**config.mk**
```make
export PLATFORM = sky130hd
export DESIGN_NAME = lfss_front
export DESIGN_NICKNAME = d
export VERILOG_FILES = /design/src/rtl/line_fixed_string_search_defines.svh /design/src/rtl/lfss_pkg.sv /design/src/rtl/lfss_front.sv
export SDC_FILE = /design/constraint.sdc
export NUM_CORES = 1
export LEC_CHECK = 0
export BUFFER_PORTS_ARGS = -buffer_cell sky130_fd_sc_hd__buf_2
export CORE_MARGIN = 5
export CORE_UTILIZATION = 63
export CTS_BUF_LIST = sky130_fd_sc_hd__clkbuf_4
export DETAILED_ROUTE_END_ITERATION = 8
export HOLD_SLACK_MARGIN = 0.06
export PLACE_DENSITY = 0.84
export SLEW_MARGIN = 20
export SYNTH_ARGS = -nofsm -noshare
export SYNTH_HDL_FRONTEND = slang
export SYNTH_SLANG_ARGS = --single-unit
```
**constraint.sdc**
```tcl
create_clock -name i_clk -period 20.4 [get_ports i_clk]
set_clock_uncertainty 0.2 [all_clocks]
set_input_delay 6.12 -clock i_clk [delete_from_list [all_inputs] [get_ports i_clk]]
set_output_delay 6.12 -clock i_clk [all_outputs]
set_load 0.1 [all_outputs]
```
**src/rtl/line_fixed_string_search_defines.svh**
```systemverilog
// Assertion helpers for the line search block.
`ifndef LINE_FIXED_STRING_SEARCH_DEFINES_SVH
`define LINE_FIXED_STRING_SEARCH_DEFINES_SVH

// Same-cycle implication, checked out of reset.
`define LFSS_ASSERT_IMP(name, clk, rst_n, ante, cons, msg) \
    name: assert property (@(posedge clk) disable iff (!(rst_n)) (ante) |-> (cons)) \
        else $error(msg);

// Next-cycle implication, checked out of reset.
`define LFSS_ASSERT_NXT(name, clk, rst_n, ante, cons, msg) \
    name: assert property (@(posedge clk) disable iff (!(rst_n)) (ante) |=> (cons)) \
        else $error(msg);

`endif

```
**src/rtl/lfss_pkg.sv**
```systemverilog
`timescale 1ns / 1ps

package lfss_pkg;

    // Parameter defaults
    localparam int PATTERN_BYTES_DEF = 16;
    localparam int COLUMN_BITS_DEF   = 16;
    localparam int COUNT_BITS_DEF    = 32;

    // Fixed widths
    localparam int PAT_REG_BYTES = 16;
    localparam int PIDX_W        = 4;
    localparam int LEN_W         = 5;
    localparam int LINE_W        = 32;
    localparam int COL_OUT_W     = 16;
    localparam int CNT_OUT_W     = 32;
    localparam int KIND_W        = 2;
    localparam int CFG_IDX_W     = 3;
    localparam int CFG_DATA_W    = 64;
    localparam int QUEUE_DEPTH   = 4;

    localparam logic [7:0] NEWLINE_BYTE  = 8'd10;
    localparam logic [7:0] ASCII_UPPER_A = 8'h41;
    localparam logic [7:0] ASCII_UPPER_Z = 8'h5A;
    localparam logic [7:0] CASE_OFFSET   = 8'd32;

    // Result kinds
    localparam logic [KIND_W-1:0] KIND_OCCUR   = 2'd0;
    localparam logic [KIND_W-1:0] KIND_VERDICT = 2'd1;
    localparam logic [KIND_W-1:0] KIND_COUNT   = 2'd2;

    // Configuration register indexes
    localparam logic [CFG_IDX_W-1:0] CFG_PAT_LO      = 3'd0;
    localparam logic [CFG_IDX_W-1:0] CFG_PAT_HI      = 3'd1;
    localparam logic [CFG_IDX_W-1:0] CFG_PAT_LEN     = 3'd2;
    localparam logic [CFG_IDX_W-1:0] CFG_IGNORE_CASE = 3'd3;
    localparam logic [CFG_IDX_W-1:0] CFG_INVERT      = 3'd4;
    localparam logic [CFG_IDX_W-1:0] CFG_COUNT_ONLY  = 3'd5;

    typedef enum logic [1:0] {
        OP_TEXT,
        OP_NEWLINE,
        OP_END
    } t_op;

    typedef struct packed {
        t_op  op;
        logic hit;      // text byte completes a pattern match
        logic pending;  // line had bytes before this transaction
    } t_cmd_ctl;

    typedef struct packed {
        logic [8*PAT_REG_BYTES-1:0] pattern;
        logic [LEN_W-1:0]           length;
        logic                       ignore_case;
    } t_match_cfg;

    typedef struct packed {
        logic invert_match;
        logic count_only;
    } t_line_cfg;

    typedef struct packed {
        logic full;
        logic empty;
    } t_queue_status;

    function automatic logic [7:0] fold_byte(input logic [7:0] b, input logic fold_en);
        if (fold_en && (b >= ASCII_UPPER_A) && (b <= ASCII_UPPER_Z)) begin
            return b + CASE_OFFSET;
        end
        return b;
    endfunction

endpackage

```
**src/rtl/lfss_front.sv**
```systemverilog
`timescale 1ns / 1ps

// Front: byte window, line position and parallel pattern compare.
module lfss_front import lfss_pkg::*; #(
    parameter int PATTERN_BYTES = PATTERN_BYTES_DEF,
    parameter int COLUMN_BITS   = COLUMN_BITS_DEF
) (
    input  logic                   i_clk,
    input  logic                   i_rst_n,
    input  t_match_cfg             i_cfg,
    input  logic                   i_take,
    input  logic [7:0]             i_text_byte,
    input  logic                   i_stream_end,
    output t_cmd_ctl               o_ctl,
    output logic [COLUMN_BITS-1:0] o_start,
    output logic [COLUMN_BITS-1:0] o_next_start
);

    localparam int WIN = (PATTERN_BYTES < PAT_REG_BYTES) ? PATTERN_BYTES : PAT_REG_BYTES;
    localparam int PW  = COLUMN_BITS + 1;
    localparam logic [COLUMN_BITS-1:0] COL_MAX = '1;

    logic [7:0]             r_window [WIN];
    logic [7:0]             n_window [WIN];
    logic [COLUMN_BITS-1:0] r_pos;
    logic [COLUMN_BITS-1:0] n_pos;

    logic [LEN_W-1:0]       w_len;
    logic [LEN_W-1:0]       w_pidx [WIN];
    logic [WIN-1:0]         w_byte_ok;
    logic [PW-1:0]          w_pos_inc;
    logic [PW-1:0]          w_start_wide;
    logic                   w_long_enough;

    // Effective length: zero acts as one, clipped to the window
    always_comb begin
        priority if (i_cfg.length == '0) begin
            w_len = LEN_W'(1);
        end else if (i_cfg.length > LEN_W'(WIN)) begin
            w_len = LEN_W'(WIN);
        end else begin
            w_len = i_cfg.length;
        end
    end

    // Window as it stands once this byte is in
    always_comb begin
        n_window[0] = i_text_byte;
        for (int j = 1; j < WIN; j++) begin
            n_window[j] = r_window[j-1];
        end
    end

    // Window slot j holds the byte that meets pattern byte len-1-j
    always_comb begin
        for (int j = 0; j < WIN; j++) begin
            w_pidx[j]    = w_len - LEN_W'(1) - LEN_W'(j);
            w_byte_ok[j] = (LEN_W'(j) >= w_len) ||
                (fold_byte(n_window[j], i_cfg.ignore_case) ==
                 fold_byte(i_cfg.pattern[{w_pidx[j][PIDX_W-1:0], 3'b000} +: 8],
                           i_cfg.ignore_case));
        end
    end

    assign w_pos_inc     = {1'b0, r_pos} + PW'(1);
    assign w_long_enough = w_pos_inc >= PW'(w_len);
    assign w_start_wide  = w_pos_inc - PW'(w_len);
    assign o_start       = w_start_wide[COLUMN_BITS-1:0];
    assign o_next_start  = (r_pos == COL_MAX) ? COL_MAX : w_pos_inc[COLUMN_BITS-1:0];

    always_comb begin
        priority if (i_stream_end) begin
            o_ctl.op = OP_END;
        end else if (i_text_byte == NEWLINE_BYTE) begin
            o_ctl.op = OP_NEWLINE;
        end else begin
            o_ctl.op = OP_TEXT;
        end
        o_ctl.hit     = w_long_enough && (&w_byte_ok);
        o_ctl.pending = (r_pos != '0);
    end

    always_comb begin
        n_pos = r_pos;
        if (i_take) begin
            unique case (o_ctl.op)
                OP_TEXT:    n_pos = o_next_start;
                OP_NEWLINE: n_pos = '0;
                OP_END:     n_pos = '0;
                default:    n_pos = r_pos;
            endcase
        end
    end

    always_ff @(posedge i_clk) begin
        if (!i_rst_n) begin
            r_pos <= '0;
        end else begin
            r_pos <= n_pos;
        end
    end

    // Stale bytes never reach the compare: position gates the hit
    always_ff @(posedge i_clk) begin
        if (i_take && (o_ctl.op == OP_TEXT)) begin
            r_window <= n_window;
        end
    end

endmodule

```
======== After elaboration in Yosys (flattened, before gate mapping) ========
Cells that the tools add are included.
Widths: inputs -> output; s select.
word-level totals
  input port bits ......................... 146
  output and inout port bits .............. 36
  register bits ........................... 136
cells by class
  add/subtract/negate cells ............... 50
  muxes and demuxes ....................... 102
  magnitude comparators ................... 82
  shifts and indexed selects .............. 16
  reductions and logical operators ........ 89
  equality and inequality tests ........... 20
operators with widths
  cell                   count
  $shiftx 128x8->8       16
  $mux 8                 64
  $add 8x6->8 const B    32
  $ge 8x7->1 const B     32
  $le 8x7->1 const B     32
  $eq 8x8->1             16
  $logic_and 1x1->1      66
  $ge 4x5->1 const A     8
  $mux 1                 33
  $pmux 16 s2            1
  $sub 4x4->4 const B    8
  $ge 3x5->1 const A     4
  $add 16x1->17 const B  1
  $ge 17x5->1            1
  $eq 16x16->1 const B   1
  $logic_or 1x1->1       16
  $mux 16                1
  $reduce_and 16->1      1
  $reduce_bool 16->1     1
  $sub 16x5->16          1
  $sub 4x3->4 const B    4
  $ge 1x5->1 const A     2
  $ge 2x5->1 const A     2
  $mux 5                 2
  12 further kinds       14

======== Depth between registers and ports, before layout ========
  depth after elaboration ................. 15
  mapped depth ............................ 28
  depth with buffers taken out ............ 20

======== Worst setup path before layout ========
Ideal clock, no wire load.
  path type ............................... input port to output port
  start ................................... input i_cfg[5] (netlist bit)
  end ..................................... output o_ctl[1] (netlist bit)
  stages on the path ...................... 24
  setup slack ............................. 619 ps
  required time ........................... 14080 ps
  arrival time ............................ 13461 ps
  path through ............................ clkbuf_1 -> nand2b_1 -> buf_2 -> buf_2 -> buf_2 -> clkbuf_1 -> ha_1 -> xnor2_1 -> inv_1 -> clkbuf_1 -> clkbuf_1 -> buf_1 -> ha_1 -> inv_1 -> a31oi_1 -> xnor2_2 -> mux4_2 -> or4b_1 -> a31oi_1 -> o211ai_1 -> and3_1 -> o41ai_1 -> nand4_1 -> nor4_2
RTL lines
  element          RTL line          RTL
  start, declared  lfss_front.sv:10  input t_match_cfg i_cfg,
  end, declared    lfss_front.sv:14  output t_cmd_ctl o_ctl,

==> impl_metrics.json <==
{
  "cap_viol_max_count": 0,
  "die_h_um": 179,
  "start_util": 0.641,
  "hold_path_end": "n_window[79]$_DFFE_PP_",
  "setup_tns_ns": 0,
  "syn_nets": 2099,
  "synth_cell_types": 91,
  "finalCritPeriodShare": 0.944,
  "cts_sinks": 136,
  "synth_fa_ha_area_frac": 0.0396,
  "synth_flop_cell": "edfxtp_1",
  "synth_compound_area_frac": 0.178,
  "hpwlAfterDp_um": 55600,
  "clkTransAtPathRegs_ns": 0.13,
  "worstHoldPathType": "reg2reg",
  "routed_wl_um": 71000,
  "cellPowerDensity_nw_per_um2": 65.5,
  "postCtsHoldBufs": 0,
  "synth_top_family_by_area": "multiplexers",
  "wire_per_inst_um": 29.6,
  "worstPathArrival_ns": 12.93,
  "drt_iter0_drc": 2772,
  "synth_edf_count": 120,
  "cp_max_fo": 41,
  "ys_seq_elements": 136,
  "synth_simple_gate_area_share": 0.184,
  "syn2layout_area_growth_pct": 8.11,
  "ir_drop_mv": 0.0486,
  "fmax_mhz": 51.9,
  "cts_root_buf": "clkbuf_4",
  "post_cts_buffers": 0,
  "min-delay-start": "n_window[87]$_DFFE_PP_",
  "hold_slack_ns": 0.296,
  "h-tree-depth": 4,
  "grt_first_pass_wirelength_um": 105000,
  "die-area_um2": 31900,
  "clk-insertion-delay-late_ns": 0.58,
  "fin_ws_ns": 1.15,
  "min_period_ns": 19.25,
  "place_ws_ns": 1.37,
  "crit_type": "in2out",
  "worst_pin_slew_ns": 1.35,
  "final_antenna_net_count": 0,
  "start_kind": "input pin",
  "reg2reg_depth": 7,
  "dr.pass1.iters": 8,
  "cp.required_ns": 14.08,
  "synthCells": 1897,
  "synthMuxAreaShare": 0.260,
  "r2r-end": "r_pos[3]$_SDFFE_PN0P_",
  "drv_slew": 0,
  "antenna_found_initial": 2,
  "finalSetupViolCount": 0,
  "maxSlewHeadroom": 0.0980,
  "synthArstFlopShare": 0,
  "portBuffers": 181,
  "grt_setup_unrepaired": "no",
  "clk_path_buf_depth": 2,
  "place_area_um2": 19000,
  "routabilityCongestion": 1.15,
  "avgSynthCellArea_um2": 9.44,
  "drive_gt1_frac": 0.205,
  "vias": 18200,
  "fp.dieW_um": 179,
  "via_per_inst": 7.60,
  "rows": 61,
  "yosys_warnings": 0,
  "hold_depth": 0,
  "cts_tree": "yes",
  "final_cell_mix": "buf_2 (179), mux2i_1 (162), nand2_1 (154)",
  "fillers": 2190,
  "regToRegStartpoint": "r_pos[2]$_SDFFE_PN0P_",
  "hold_viol": 0,
  "core_area_um2": 27900,
  "overflow": 0,
  "fin_nets": 2209,
  "synth-xor-area-share": 0.0805,
  "cts_buffers": 17,
  "critPathCaptureType": "output pin",
  "cts_resized": 0,
  "syn-cell-area_um2": 17900,
  "r2r_setup_slack_ns": 17.77,
  "grt_start_max_net_pins": 81,
  "mostFrequentLayoutCell": "buf_2",
  "ys_seq_area_frac": 0.219,
  "finalInstanceArea_um2": 19400,
  "ios": 182,
  "grt_pass1_vias": 16800,
  "drc_errors": 0,
  "fin_util": 0.693,
  "gr-usage-all-layers": 0.441,
  "status": "finished, final reports clean",
  "power_leakage_nw": 7.49
}
-- worst max path at each step --
stage,start,endpoint,cells past startpoint
after global placement,i_cfg[5],o_ctl[1],21
after CTS,i_cfg[5],o_ctl[1],21
after global routing,i_cfg[5],o_ctl[1],21
final,i_cfg[5],o_ctl[1],21
after detailed placement,i_cfg[5],o_ctl[1],21
after floorplan,i_cfg[5],o_ctl[1],24
-- per-layer routing --
| layer | routed length [µm] | track usage | part of all wire |
|---|---|---|---|
| met1 | 25000 | 0.566 | 0.35 |
| met2 | 30300 | 0.662 | 0.43 |
| met3 | 10900 | 0.146 | 0.15 |
| met4 | 4830 | 0.234 | 0.068 |
| met5 | 0 | 0 | 0 |
-- power breakdown --
group,leakage (nW),switching (mW),internal [mW],total (mW)
clock,0.156,0.113,0.0754,0.189
sequential,1.26,0.0130,0.313,0.326
combinational,6.08,0.467,0.286,0.753
-- state kept, by name, indices dropped and copies added, names as in the netlist --
name	flops
r_pos	16
n_window	120
-- worst max-delay path: stages --
cell	delay [ns]
buf_2	0.41
or4_4	0.84
nand2_4	0.14
inv_4	0.06
ha_2	0.71
clkinv_1	0.20
ha_1	0.36
nand2b_1	0.21
o32ai_1	0.56
o21ai_1	0.22
nand2_1	0.47
mux4_2	0.64
ha_1	0.33
nand2_1	0.07
mux2i_1	0.09
nor4_1	0.29
o2111ai_1	0.23
a2bb2oi_1	0.19
o2111ai_1	0.13
nor4_2	0.36
buf_12	0.24
-- cell usage after synthesis (15+ instances only) --
cell type  number  area, µm²
a211oi_1       47        353
a22oi_1        23        173
nor2b_1        41        257
o211ai_1       18        135
inv_1          43        161
o21a_1         17        128
clkbuf_1       80        300
nand2b_1       45        282
nor3_1         55        275
a211o_1        27        236
nor2_1         92        345
or3_1          19        119
nand4_1        21        131
buf_1          16       60.1
and3_1         15       93.8
xor2_1         57        499
and2_1         16        100
nor4_1         24        150
a31oi_1        19        119
mux2i_1       162       1620
dfxtp_1        16        320
and3b_1        23        201
edfxtp_1      120       3600
nand2_1       154        578
ha_1           55        688
o21ai_0        63        315
a21oi_1        87        435
xnor2_1        96        841
nand3_1        61        305
mux4_2        126       2840
buf_2          17       85.1
-- per-stage QoR --
stage | cells | power, mW
after floorplan | 1897 | 0.838
after global placement | 2365 | 1.04
after detailed placement | 2365 | 1.05
after CTS | 2397 | 1.24
after global routing | 2399 | 1.31
final | 2399 | 1.27
-- kinds of logic after synthesis --
family / after synthesis
AO/OA/AOI/OAI: 452
XOR/XNOR: 158
adder cells (fa/ha/maj): 56
buffers and inverters: 171
flip-flops: 136
multiplexers: 304
AND/OR/NAND/NOR: 620
-- final cells by class --
type / instances / area (µm²) / share of cell area
sequential: 136 / 3920 / 0.203
tap: 378 / 473 / 0.0244
clock inverter: 15 / 170 / 0.00879
clock buffer: 17 / 128 / 0.00659
multi-input combinational: 1590 / 13300 / 0.688
inverter: 52 / 198 / 0.0102
timing repair buffer: 210 / 1140 / 0.0590
antenna: 1 / 2.50 / 0.000129
Power figures use the tool's default switching activity.
