## src/rtl/line_fixed_string_search_defines.svh

```systemverilog
// Assertion helpers for the line search block.
`ifndef LINE_FIXED_STRING_SEARCH_DEFINES_SVH
`define LINE_FIXED_STRING_SEARCH_DEFINES_SVH

// Same-cycle implication, checked out of reset.
`define LFSS_ASSERT_IMP(name, clk, rst_n, ante, cons, msg) \
    name: assert property (@(posedge clk) disable iff (!(rst_n)) (ante) |-> (cons)) \
        else $error(msg);

// Next-cycle implication, checked out of reset.
`define LFSS_ASSERT_NXT(name, clk, rst_n, ante, cons, msg) \
    name: assert property (@(posedge clk) disable iff (!(rst_n)) (ante) |=> (cons)) \
        else $error(msg);

`endif

```

## src/rtl/lfss_pkg.sv

```systemverilog
`timescale 1ns / 1ps

package lfss_pkg;

    // Parameter defaults
    localparam int PATTERN_BYTES_DEF = 16;
    localparam int COLUMN_BITS_DEF   = 16;
    localparam int COUNT_BITS_DEF    = 32;

    // Fixed widths
    localparam int PAT_REG_BYTES = 16;
    localparam int PIDX_W        = 4;
    localparam int LEN_W         = 5;
    localparam int LINE_W        = 32;
    localparam int COL_OUT_W     = 16;
    localparam int CNT_OUT_W     = 32;
    localparam int KIND_W        = 2;
    localparam int CFG_IDX_W     = 3;
    localparam int CFG_DATA_W    = 64;
    localparam int QUEUE_DEPTH   = 4;

    localparam logic [7:0] NEWLINE_BYTE  = 8'd10;
    localparam logic [7:0] ASCII_UPPER_A = 8'h41;
    localparam logic [7:0] ASCII_UPPER_Z = 8'h5A;
    localparam logic [7:0] CASE_OFFSET   = 8'd32;

    // Result kinds
    localparam logic [KIND_W-1:0] KIND_OCCUR   = 2'd0;
    localparam logic [KIND_W-1:0] KIND_VERDICT = 2'd1;
    localparam logic [KIND_W-1:0] KIND_COUNT   = 2'd2;

    // Configuration register indexes
    localparam logic [CFG_IDX_W-1:0] CFG_PAT_LO      = 3'd0;
    localparam logic [CFG_IDX_W-1:0] CFG_PAT_HI      = 3'd1;
    localparam logic [CFG_IDX_W-1:0] CFG_PAT_LEN     = 3'd2;
    localparam logic [CFG_IDX_W-1:0] CFG_IGNORE_CASE = 3'd3;
    localparam logic [CFG_IDX_W-1:0] CFG_INVERT      = 3'd4;
    localparam logic [CFG_IDX_W-1:0] CFG_COUNT_ONLY  = 3'd5;

    typedef enum logic [1:0] {
        OP_TEXT,
        OP_NEWLINE,
        OP_END
    } t_op;

    typedef struct packed {
        t_op  op;
        logic hit;      // text byte completes a pattern match
        logic pending;  // line had bytes before this transaction
    } t_cmd_ctl;

    typedef struct packed {
        logic [8*PAT_REG_BYTES-1:0] pattern;
        logic [LEN_W-1:0]           length;
        logic                       ignore_case;
    } t_match_cfg;

    typedef struct packed {
        logic invert_match;
        logic count_only;
    } t_line_cfg;

    typedef struct packed {
        logic full;
        logic empty;
    } t_queue_status;

    function automatic logic [7:0] fold_byte(input logic [7:0] b, input logic fold_en);
        if (fold_en && (b >= ASCII_UPPER_A) && (b <= ASCII_UPPER_Z)) begin
            return b + CASE_OFFSET;
        end
        return b;
    endfunction

endpackage

```

## src/rtl/lfss_queue.sv

```systemverilog
`timescale 1ns / 1ps

// Small show-ahead FIFO between front and back.
module lfss_queue import lfss_pkg::*; #(
    parameter int W     = 8,
    parameter int DEPTH = QUEUE_DEPTH
) (
    input  logic          i_clk,
    input  logic          i_rst_n,
    input  logic          i_push,
    input  logic [W-1:0]  i_data,
    input  logic          i_pop,
    output logic [W-1:0]  o_data,
    output t_queue_status o_status
);

    localparam int AW = (DEPTH > 1) ? $clog2(DEPTH) : 1;
    localparam int CW = $clog2(DEPTH + 1);

    logic [W-1:0]  r_mem [DEPTH];
    logic [AW-1:0] r_wr;
    logic [AW-1:0] n_wr;
    logic [AW-1:0] r_rd;
    logic [AW-1:0] n_rd;
    logic [CW-1:0] r_count;
    logic [CW-1:0] n_count;

    always_comb begin
        n_wr = r_wr;
        n_rd = r_rd;
        if (i_push) begin
            n_wr = (r_wr == AW'(DEPTH - 1)) ? '0 : r_wr + AW'(1);
        end
        if (i_pop) begin
            n_rd = (r_rd == AW'(DEPTH - 1)) ? '0 : r_rd + AW'(1);
        end
        unique case ({i_push, i_pop})
            2'b10:   n_count = r_count + CW'(1);
            2'b01:   n_count = r_count - CW'(1);
            default: n_count = r_count;
        endcase
    end

    always_ff @(posedge i_clk) begin
        if (!i_rst_n) begin
            r_wr    <= '0;
            r_rd    <= '0;
            r_count <= '0;
        end else begin
            r_wr    <= n_wr;
            r_rd    <= n_rd;
            r_count <= n_count;
        end
    end

    always_ff @(posedge i_clk) begin
        if (i_push) begin
            r_mem[r_wr] <= i_data;
        end
    end

    assign o_data         = r_mem[r_rd];
    assign o_status.full  = (r_count == CW'(DEPTH));
    assign o_status.empty = (r_count == '0);

endmodule

```

## config.mk

```make
export PLATFORM = sky130hd
export DESIGN_NAME = lfss_queue
export DESIGN_NICKNAME = d
export VERILOG_FILES = /design/src/rtl/line_fixed_string_search_defines.svh /design/src/rtl/lfss_pkg.sv /design/src/rtl/lfss_queue.sv
export SDC_FILE = /design/constraint.sdc
export NUM_CORES = 1
export LEC_CHECK = 0
export BUFFER_PORTS_ARGS = -buffer_cell sky130_fd_sc_hd__buf_2
export CORE_MARGIN = 2
export CORE_UTILIZATION = 40
export CTS_BUF_LIST = sky130_fd_sc_hd__clkbuf_16
export CTS_CLUSTER_SIZE = 24
export DETAILED_ROUTE_END_ITERATION = 8
export GPL_TIMING_DRIVEN = 0
export PLACE_DENSITY = 0.68
export SLEW_MARGIN = 20
export SYNTH_ARGS = -nofsm -noshare
export SYNTH_HDL_FRONTEND = slang
export SYNTH_SLANG_ARGS = --single-unit
```

## constraint.sdc

```tcl
create_clock -name i_clk -period 5 [get_ports i_clk]
set_clock_uncertainty 0.2 [all_clocks]
set_input_delay 0.5 -clock i_clk [delete_from_list [all_inputs] [get_ports i_clk]]
set_output_delay 0.5 -clock i_clk [all_outputs]
set_load 0.05 [all_outputs]
```

Yosys cells after proc, flatten, opt, wreduce, memory -nomap -nowiden
Memory sizes are Yosys's and may differ from the RTL's. A register that Yosys moved wholly into a read port is not among the register bits.
Index checks and enable logic that the tools add are counted.
Operators by class
  add/sub/neg operators: 4
  mux-type cells: 7
  eq/ne operators: 5
  reduce and logical (&&, ||, !) cells: 2
Operators with widths (number)
  2-to-1 mux 2 bit: 4
  == test 2 bit (second input constant): 3
  case mux 3 bit (2 select lines): 1
  adder 2 x 1 -> 2 bit (second input constant): 2
  adder 3 x 1 -> 3 bit (second input constant): 1
  == test 3 bit (second input constant): 1
  logical NOT 3 bit: 1
  subtractor 3 x 1 -> 3 bit (second input constant): 1
  == test 2 x 1 -> 1 bit (second input constant): 1
  2-to-1 mux 1 bit: 2
  nonzero test 2 bit: 1
Word-level totals
  word-level logic and storage cells: 22
  memory bits (writable): 32
  register bits after elaboration: 7
  memories kept: 1
Memory list
  r_mem: words 4, width 8, read ports 1, clocked after memory_dff 1, wr ports 1, line lfss_queue.sv:20  | logic [W-1:0] r_mem [DEPTH];

Longest topological paths before layout
Gate-level depths: netlist of run 1.
  word-level depth: 4
  gate-level depth with buffers: 7
  mapped depth without buffers: 7

Worst setup path before layout of run 1
No wires, ideal clock.
  path type: register to output
  from: register r_count[1]
  to: output o_status[0] in the netlist's numbering
  data required time: 4.300 ns
  cell stages (with the launch flop): 2
  slack: 2.903 ns
  path buffers: 0
  data arrival time: 1.397 ns
  cells stage by stage: dfxtp_1 > nor3_1
RTL lines
  from (decl): line lfss_queue.sv:25  | logic [CW-1:0] r_count;
  from (signal assigned): line lfss_queue.sv:52  | r_count <= n_count;
  to (decl): line lfss_queue.sv:14  | output t_queue_status o_status

==> impl_metrics.yaml, run 1 <==
setup_path:
  worstPathArrival_ns: 1.51
  rr_endpoint: "r_count[2]$_SDFFE_PN0P_"
  end_kind: "output port"
  reg2reg_depth: 5
  worst_ep_required_time_ns: 4.30
  startpoint_type: "flip-flop"
  worstPathMaxFanout: 8
  critical_path_class: "reg -> out"
  reg2reg_slack_ns: 3.25
  rr_startpoint: "r_count[0]$_SDFFE_PN0P_"
clocking:
  clk_latency_ns: 0.27
  cts_tree: "built"
  clk_pin_slew_ns: 0.05
  htreeDepth: 2
  ctsRootBufferMaster: "clkbuf_16"
  cts_buffers: 5
  cts.path.max_buffers: 2
  cts_setup_buffers: 0
  cts.sinks: 41
  ctsHoldBuffers: 0
  cts_repair_resize_count: 0
die:
  pin_count: 22
  start_util: 0.411
  die_w_um: 67.7
  core-area_mm2: 0.00394
  die-area_mm2: 0.00458
  rows: 23
  dieHeight_um: 67.7
finish:
  drive_above_1_share: 0.325
  diodes: 0
  fin_nets: 136
  syn_to_final_growth_pct: 20.2
  fillers: 349
yosys:
  ys_seq_elements: 41
  synth_warnings: 0
  synth_edf_count: 32
  synth.largest_area_cell: "edfxtp_1"
  ys_seq_area_frac: 0.704
  synth_area_per_cell_um2: 18.2
  synthTopCellsByArea: "edfxtp_1 59%, dfxtp_1 11%, mux4_2 11%"
  yosysUniqueCellTypes: 22
  synth_top_area_frac: 0.593
  ys_async_sr_fraction: 0
  syn_area_mm2: 0.00162
  synthTopCellsByCount: "32 x edfxtp_1, 9 x dfxtp_1, 8 x mux4_2"
  syn_nets: 108
  yosysMostFrequentCell: "edfxtp_1"
  synth_flop_cell: "edfxtp_1"
  syn_inst: 89
timing:
  rsz0062_at_grt: "no"
  setup_violations: 0
  setup-tns-final_ns: 0
  period_share: 0.442
  fmax_mhz: 452
  final_max_slew_viol_count: 0
  min_period_ns: 2.21
  slew_headroom: 0.712
  worstMarginPinSlew_ns: 0.432
  hold_viol_final: 0
pwr:
  max-vdd-ir-drop_mv: 0.262
  power_density_mw_per_mm2: 435
  p_leak_nw: 0.718
  power_mw: 0.848
global_routing:
  antenna_found_initial: 0
  grt_pass1_vias: 884
  grt_max_degree: 13
  grt_usage: 0.130
  grt_pass1_wl_um: 4060
  grt_overflow_total: 0
hold_path:
  holdCritStartpoint: "i_data[5]"
  holdPathStages: 1
  hp-class: "in -> reg"
  whs_endpoint: "r_mem[1][5]$_DFFE_PP_"
run:
  drv_cap: 0
place:
  port_buffers: 21
  gp_congestion: 0.669
  dp_hpwl_um: 1830
detailed_routing:
  drt-total-wl_um: 2550
  via_per_inst: 5.01
  dr.pass1.iters: 4
  antenna_left: 0
  vias: 836
  wl_per_cell_um: 15.3
  drtIter0Drc: 40
  drc: 0
outcome:
  outcome: "completed"
final cells by class:
cell class,instances,area (um2),share of cell area
Sequential cell,41,1140,0.585
Multi-Input combinational cell,40,442,0.227
Clock buffer,5,125,0.0642
Timing Repair Buffer,21,105,0.0539
Tap cell,50,62.6,0.0321
Clock inverter,2,35.0,0.0180
Inverter,6,22.5,0.0116
Buffer,2,16.3,0.00834
metal layers:
metal  wire length, um  GRT usage  share of wire  vias to the layer above
met5                 0          0              0                        -
met2              1390      0.239           0.55                       20
met1               968      0.134           0.38                      426
li1                  -          -              -                      387
met3               154     0.0450          0.060                        3
met4                35     0.0536          0.014                        0
through the flow:
step	std cells	cell area (um2)	worst slack, ns	util	hold WS [ns]
after floorplan	89	1620	2.90	-	0.266
after global placement	160	1790	2.83	0.454	0.282
after detailed placement	160	1790	2.77	0.454	0.327
after CTS	167	1950	2.76	0.494	0.230
after global routing	167	1950	2.73	0.494	0.234
final	167	1950	2.79	0.494	0.242
worst max-delay path by stage:
stage	cells past startpoint	startpoint	to
global route	3	flip-flop	o_data[2]
global placement	8	i_push	r_count[2]$_SDFFE_PN0P_
floorplan	1	r_count[1]$_SDFFE_PN0P_	o_status[0]
finish	3	flip-flop	o_data[2]
detailed placement	8	i_push	r_count[2]$_SDFFE_PN0P_
CTS	3	flip-flop	o_data[2]
cell usage in the layout (no fill, tap or decap):
| cell | n |
|---|---|
| clkbuf_2 | 1 |
| xnor2_1 | 1 |
| mux2i_1 | 2 |
| a21oi_1 | 1 |
| buf_2 | 21 |
| o21ai_0 | 2 |
| nand2_1 | 1 |
| buf_6 | 1 |
| or3_1 | 1 |
| xor2_1 | 1 |
| nor2b_1 | 4 |
| and2_1 | 6 |
| ha_1 | 6 |
| fa_1 | 1 |
| nor3b_1 | 2 |
| mux4_2 | 8 |
| inv_1 | 6 |
| and3_1 | 1 |
| o21a_1 | 1 |
| bufinv_16 | 1 |
| clkinv_2 | 1 |
| a21boi_1 | 1 |
| edfxtp_1 | 32 |
| dfxtp_1 | 9 |
| nor3_1 | 1 |
| clkbuf_16 | 5 |
power breakdown:
group          switching [mW]  internal (mW)
registers             0.00747          0.386
clock network           0.111          0.231
logic                  0.0750         0.0378
total                   0.193          0.655
cell families after synthesis:
family / Yosys count / share of synthesized area
adders and majority gates: 7 / 0.0586
buffers and inverters: 8 / 0.0239
and+or+nand+nor: 16 / 0.0610
muxes: 10 / 0.123
xor gates and xnor gates: 2 / 0.0108
AOI/OAI and AO/OA: 5 / 0.0185
DFF: 41 / 0.704
state kept, by name (all words and copies together), names as in the netlist, named ones only:
register  count
r_rd          2
r_mem        32
r_wr          2
r_count       3
critical path, stage by stage, from the launching register on:
cell	delay [ns]
dfxtp_1	0.33
buf_6	0.17
mux4_2	0.52
buf_2	0.23
Note: power is estimated with default switching activity, not from simulation.
==> run 2: changes to the inputs <==
==> constraint.sdc (replaced) <==
create_clock -name i_clk -period 2.2 [get_ports i_clk]
set_clock_uncertainty 0.2 [all_clocks]
set_input_delay 0.22 -clock i_clk [delete_from_list [all_inputs] [get_ports i_clk]]
set_output_delay 0.22 -clock i_clk [all_outputs]
set_load 0.05 [all_outputs]
==> run 2 against run 1 <==
Compared with the run above:
- clock power grew 130%
- final cell count grew 4.8%
- wire length increased by 1.8%
- largest power group unchanged
- power up 130%
- global-route usage up 0.21 points
- combinational power increased by 140%
- sequential power grew 130%
- register-to-register slack got worse by 2.8 ns
- largest cell class unchanged
- highest routed layer unchanged
- critical path type unchanged
==> impl_metrics.yaml, run 2 (synthesis gave the netlist of run 1 again) <==
outcome:
  outcome: "completed"
finish:
  stdcell_count: 175
  diodes: 0
  fin_nets: 144
  syn_to_final_growth_pct: 25.2
  drive_above_1_share: 0.304
  final_area_mm2: 0.00203
  fillers: 344
  largest_register_ffs: 32
  regMostFlops: "r_mem"
  reg_top3: "r_mem (32), r_count (3)"
  mostFrequentLayoutCells: "32 x edfxtp_1, 21 x buf_2, 9 x dfxtp_1, 8 x mux4_2, 8 x dlygate4sd3_1"
  final_common_cell: "edfxtp_1"
hold_path:
  hp-class: "in -> reg"
global_routing:
  use_met2: 0.245
  antenna_found_initial: 0
  top_usage_layer: "met2"
  globalRouteMet1Util: 0.137
  grt_pass1_wl_um: 4130
  grt_pass1_vias: 897
  grt_util_met3: 0.0417
  grt_usage: 0.133
  grt_max_degree: 13
  grt_overflow_total: 0
timing:
  hold_viol_final: 0
  setup-tns-final_ns: 0
  rsz0062_at_grt: "no"
  fmax_mhz: 517
  slew_headroom: 0.711
  final_max_slew_viol_count: 0
  period_share: 0.879
  setup_violations: 0
  min_period_ns: 1.93
  setup_ws_ns: 0.267
  worstMarginPinSlew_ns: 0.433
setup_path:
  rr_startpoint: "r_count[0]$_SDFFE_PN0P_"
  reg2reg_depth: 5
  rr_endpoint: "r_count[2]$_SDFFE_PN0P_"
  crit_end: "o_data[2]"
  worst_ep_required_time_ns: 1.78
  startpoint_type: "flip-flop"
  end_kind: "output port"
  critical_path_class: "reg -> out"
  reg2reg_slack_ns: 0.44
  worstPathMaxFanout: 8
  worstPathArrival_ns: 1.51
place:
  pre_cts_slack_ns: 0.250
  place_area_mm2: 0.00179
  port_buffers: 21
  dp_hpwl_um: 1830
  dp.cells: 160
  gp_congestion: 0.669
clocking:
  htreeDepth: 2
  ctsRootBufferMaster: "clkbuf_16"
  clk_latency_ns: 0.27
  cts.path.max_buffers: 2
  cts_tree: "built"
  cts_buffers: 5
  clk_pin_slew_ns: 0.05
  cts.sinks: 41
  cts_repair_resize_count: 0
die:
  rows: 23
  core-area_mm2: 0.00394
  die-area_mm2: 0.00458
  pin_count: 22
  start_util: 0.411
  die_w_um: 67.7
  dieHeight_um: 67.7
pwr:
  power_density_mw_per_mm2: 955
  max-vdd-ir-drop_mv: 0.598
  p_leak_nw: 0.752
detailed_routing:
  via_per_inst: 4.88
  antenna_left: 0
  wl_per_cell_um: 14.8
  vias: 854
  drc: 0
  dr.pass1.iters: 4
  drt-total-wl_um: 2590
  drtIter0Drc: 31
run:
  drv_cap: 0
run 2: cell types whose count changed in the layout (fill, tap and decap cells not counted):
cell / previous run / this run
dlygate4sd3_1: 0 / 8
run 2: cell type report:
class | count | area, um2 | share of cell area
plain buffers | 2 | 16.3 | 0.00801
multi-input cells | 40 | 442 | 0.218
repair buffers | 29 | 185 | 0.0912
inverters | 6 | 22.5 | 0.0111
clock inverters | 2 | 35.0 | 0.0173
well taps | 50 | 62.6 | 0.0308
clock buffers | 5 | 125 | 0.0617
flip-flops and latches | 41 | 1140 | 0.562
run 2: report_power, final:
group	internal, mW	switching (mW)
Sequential	0.877	0.0171
Clock	0.525	0.252
Combinational	0.0952	0.173
Total	1.50	0.442
run 2: worst max-delay path, cell delays in order (launching register included):
cell and delay [ns]:
dfxtp_1 0.33, buf_6 0.17, mux4_2 0.52, buf_2 0.23
run 2: worst min-delay path by stage:
stage               slack [ns]  depth (start not counted)       from                       to
floorplan                 0.12                          0  i_data[0]    r_mem[0][0]$_DFFE_PP_
global route              0.05                          2    i_rst_n     r_wr[1]$_SDFFE_PN0P_
detailed placement        0.24                          1  i_data[5]    r_mem[2][5]$_DFFE_PP_
CTS                       0.04                          2    i_rst_n  r_count[0]$_SDFFE_PN0P_
finish                    0.03                          2    i_rst_n  r_count[0]$_SDFFE_PN0P_
global placement          0.23                          1  i_data[2]    r_mem[2][2]$_DFFE_PP_
run 2: layer usage:
metal,part of all wire,vias up
li1,-,402
met1,0.39,429
met2,0.55,20
met3,0.050,3
met4,0.013,0
met5,0,-
run 2: timing repair:
item	CTS	global route
hold buffers	8	0
hold endpoints to repair	32	0
buffers inserted	0	0
run 2: stage by stage:
step           hold slack (ns)  utilization  power [mW]
2_1_floorplan            0.119            -        1.10
3_3_place_gp             0.230        0.454        1.16
3_5_place_dp             0.240        0.454        1.17
4_1_cts                 0.0353        0.515        1.96
5_1_grt                 0.0546        0.515        2.01
6_report                0.0300        0.515        1.94
==> run 3: changes to the inputs <==
--- a/config.mk
+++ b/config.mk
@@ -6,7 +6,6 @@
 export NUM_CORES = 1
 export LEC_CHECK = 0
 export BUFFER_PORTS_ARGS = -buffer_cell sky130_fd_sc_hd__buf_2
-export CORE_MARGIN = 2
 export CORE_UTILIZATION = 40
 export CTS_BUF_LIST = sky130_fd_sc_hd__clkbuf_16
 export CTS_CLUSTER_SIZE = 24
==> run 3 against run 2 <==
Compared with the run above:
- core utilization increased by 2.2 points
- hold slack gained 0.015 ns
- fmax down 1.5%
- first-iteration DRC count is 81% higher
- die area fell by 5.8%
- sequential share of layout area rose by 0.10 points
==> impl_metrics.yaml, run 3 (synthesis gave the netlist of run 1 again) <==
detailed_routing:
  dr.pass1.iters: 4
  drt-total-wl_um: 2620
  drtIter0Drc: 56
  vias: 834
  antenna_left: 0
  wl_per_cell_um: 15.1
  via_per_inst: 4.79
  drc: 0
clocking:
  cts_buffers: 5
  cts_tree: "built"
  cts.sinks: 41
  clk_pin_slew_ns: 0.06
  clk_latency_ns: 0.27
  cts_setup_buffers: 0
  htreeDepth: 2
  ctsRootBufferMaster: "clkbuf_16"
  cts.path.max_buffers: 2
timing:
  setup_violations: 0
  fmax_mhz: 509
  worstMarginPinSlew_ns: 0.436
  final_max_slew_viol_count: 0
  setup_ws_ns: 0.236
  rsz0062_at_grt: "no"
  slew_headroom: 0.710
  period_share: 0.893
  timing.hold.ws_ns: 0.0448
  min_period_ns: 1.96
  hold_viol_final: 0
  setup-tns-final_ns: 0
die:
  start_util: 0.430
  rows: 22
  core-area_mm2: 0.00377
  die-area_mm2: 0.00431
  pin_count: 22
  die_w_um: 65.7
  dieHeight_um: 65.7
setup_path:
  critical_path_class: "reg -> out"
  worstPathArrival_ns: 1.54
  end_kind: "output port"
  crit_slowest_cell: "mux4_2"
  cp_num_buf_inv: 2
  cpPeakStageDelay_ns: 0.52
  worst_ep_required_time_ns: 1.78
  path_cells: "buf_6 > mux4_2 > buf_2"
  startpoint_type: "flip-flop"
  critPathTopFamily: "multiplexers"
  worstPathMaxFanout: 8
pwr:
  power_mw: 1.91
  p_leak_nw: 0.755
  power_density_mw_per_mm2: 942
  max-vdd-ir-drop_mv: 0.449
place:
  place_area_mm2: 0.00179
  pre_cts_slack_ns: 0.263
  gp_congestion: 0.707
  dp_hpwl_um: 1830
  port_buffers: 21
  dp.cells: 158
run:
  drv_cap: 0
finish:
  diodes: 0
  final_common_cell: "edfxtp_1"
  final_area_mm2: 0.00203
  drive_above_1_share: 0.302
  reg_top3: "r_mem (32), r_count (3)"
  regMostFlops: "r_mem"
  largest_register_ffs: 32
  fillers: 310
  fin_nets: 144
  syn_to_final_growth_pct: 24.9
  mostFrequentLayoutCells: "32 x edfxtp_1, 21 x buf_2, 9 x dfxtp_1, 8 x mux4_2, 8 x dlygate4sd3_1"
  post-route-util: 0.537
  stdcell_count: 174
global_routing:
  grt_usage: 0.145
  grt_max_degree: 14
  grt_pass1_vias: 900
  antenna_found_initial: 0
  grt_overflow_total: 0
  grt_pass1_wl_um: 4260
hold_path:
  hp-class: "in -> reg"
outcome:
  outcome: "completed"
==> run 3: path summary, 6_finish.rpt <==
kind,slack [ns],endpoint,cells past startpoint,from
max,0.24,o_data[7],3,flip-flop
min,0.04,r_count[1]$_SDFFE_PN0P_,2,i_rst_n
max reg2reg,0.45,r_count[2]$_SDFFE_PN0P_,5,r_count[0]$_SDFFE_PN0P_
min reg2reg,0.31,r_count[2]$_SDFFE_PN0P_,2,r_count[2]$_SDFFE_PN0P_
==> run 3: final cells by class <==
class	instances	area, um2	area share
sequential	41	1140	0.563
clock inverter	2	8.76	0.00432
tap	48	60.1	0.0296
inverter	6	22.5	0.0111
buffer	2	16.3	0.00803
clock buffer	6	150	0.0741
timing repair buffer	29	185	0.0914
multi-input combinational	40	442	0.218
==> run 3: layer usage <==
metal,track usage,vias up,part of all wire
met4,0.0897,0,0.019
met5,0,-,0
met2,0.235,23,0.51
met1,0.170,401,0.42
met3,0.0365,5,0.050
li1,-,405,-
==> run 3: timing repair <==
| action | in CTS | in global routing |
|---|---|---|
| resized for setup | 0 | 0 |
| endpoints found under the hold margin | 32 | 0 |
| hold buffers | 8 | 0 |
==> run 3: power by group <==
part,total (mW),switching (mW),leakage (nW),internal [mW]
logic,0.269,0.174,0.304,0.0955
clock network,0.745,0.263,0.0832,0.482
registers,0.894,0.0172,0.368,0.877
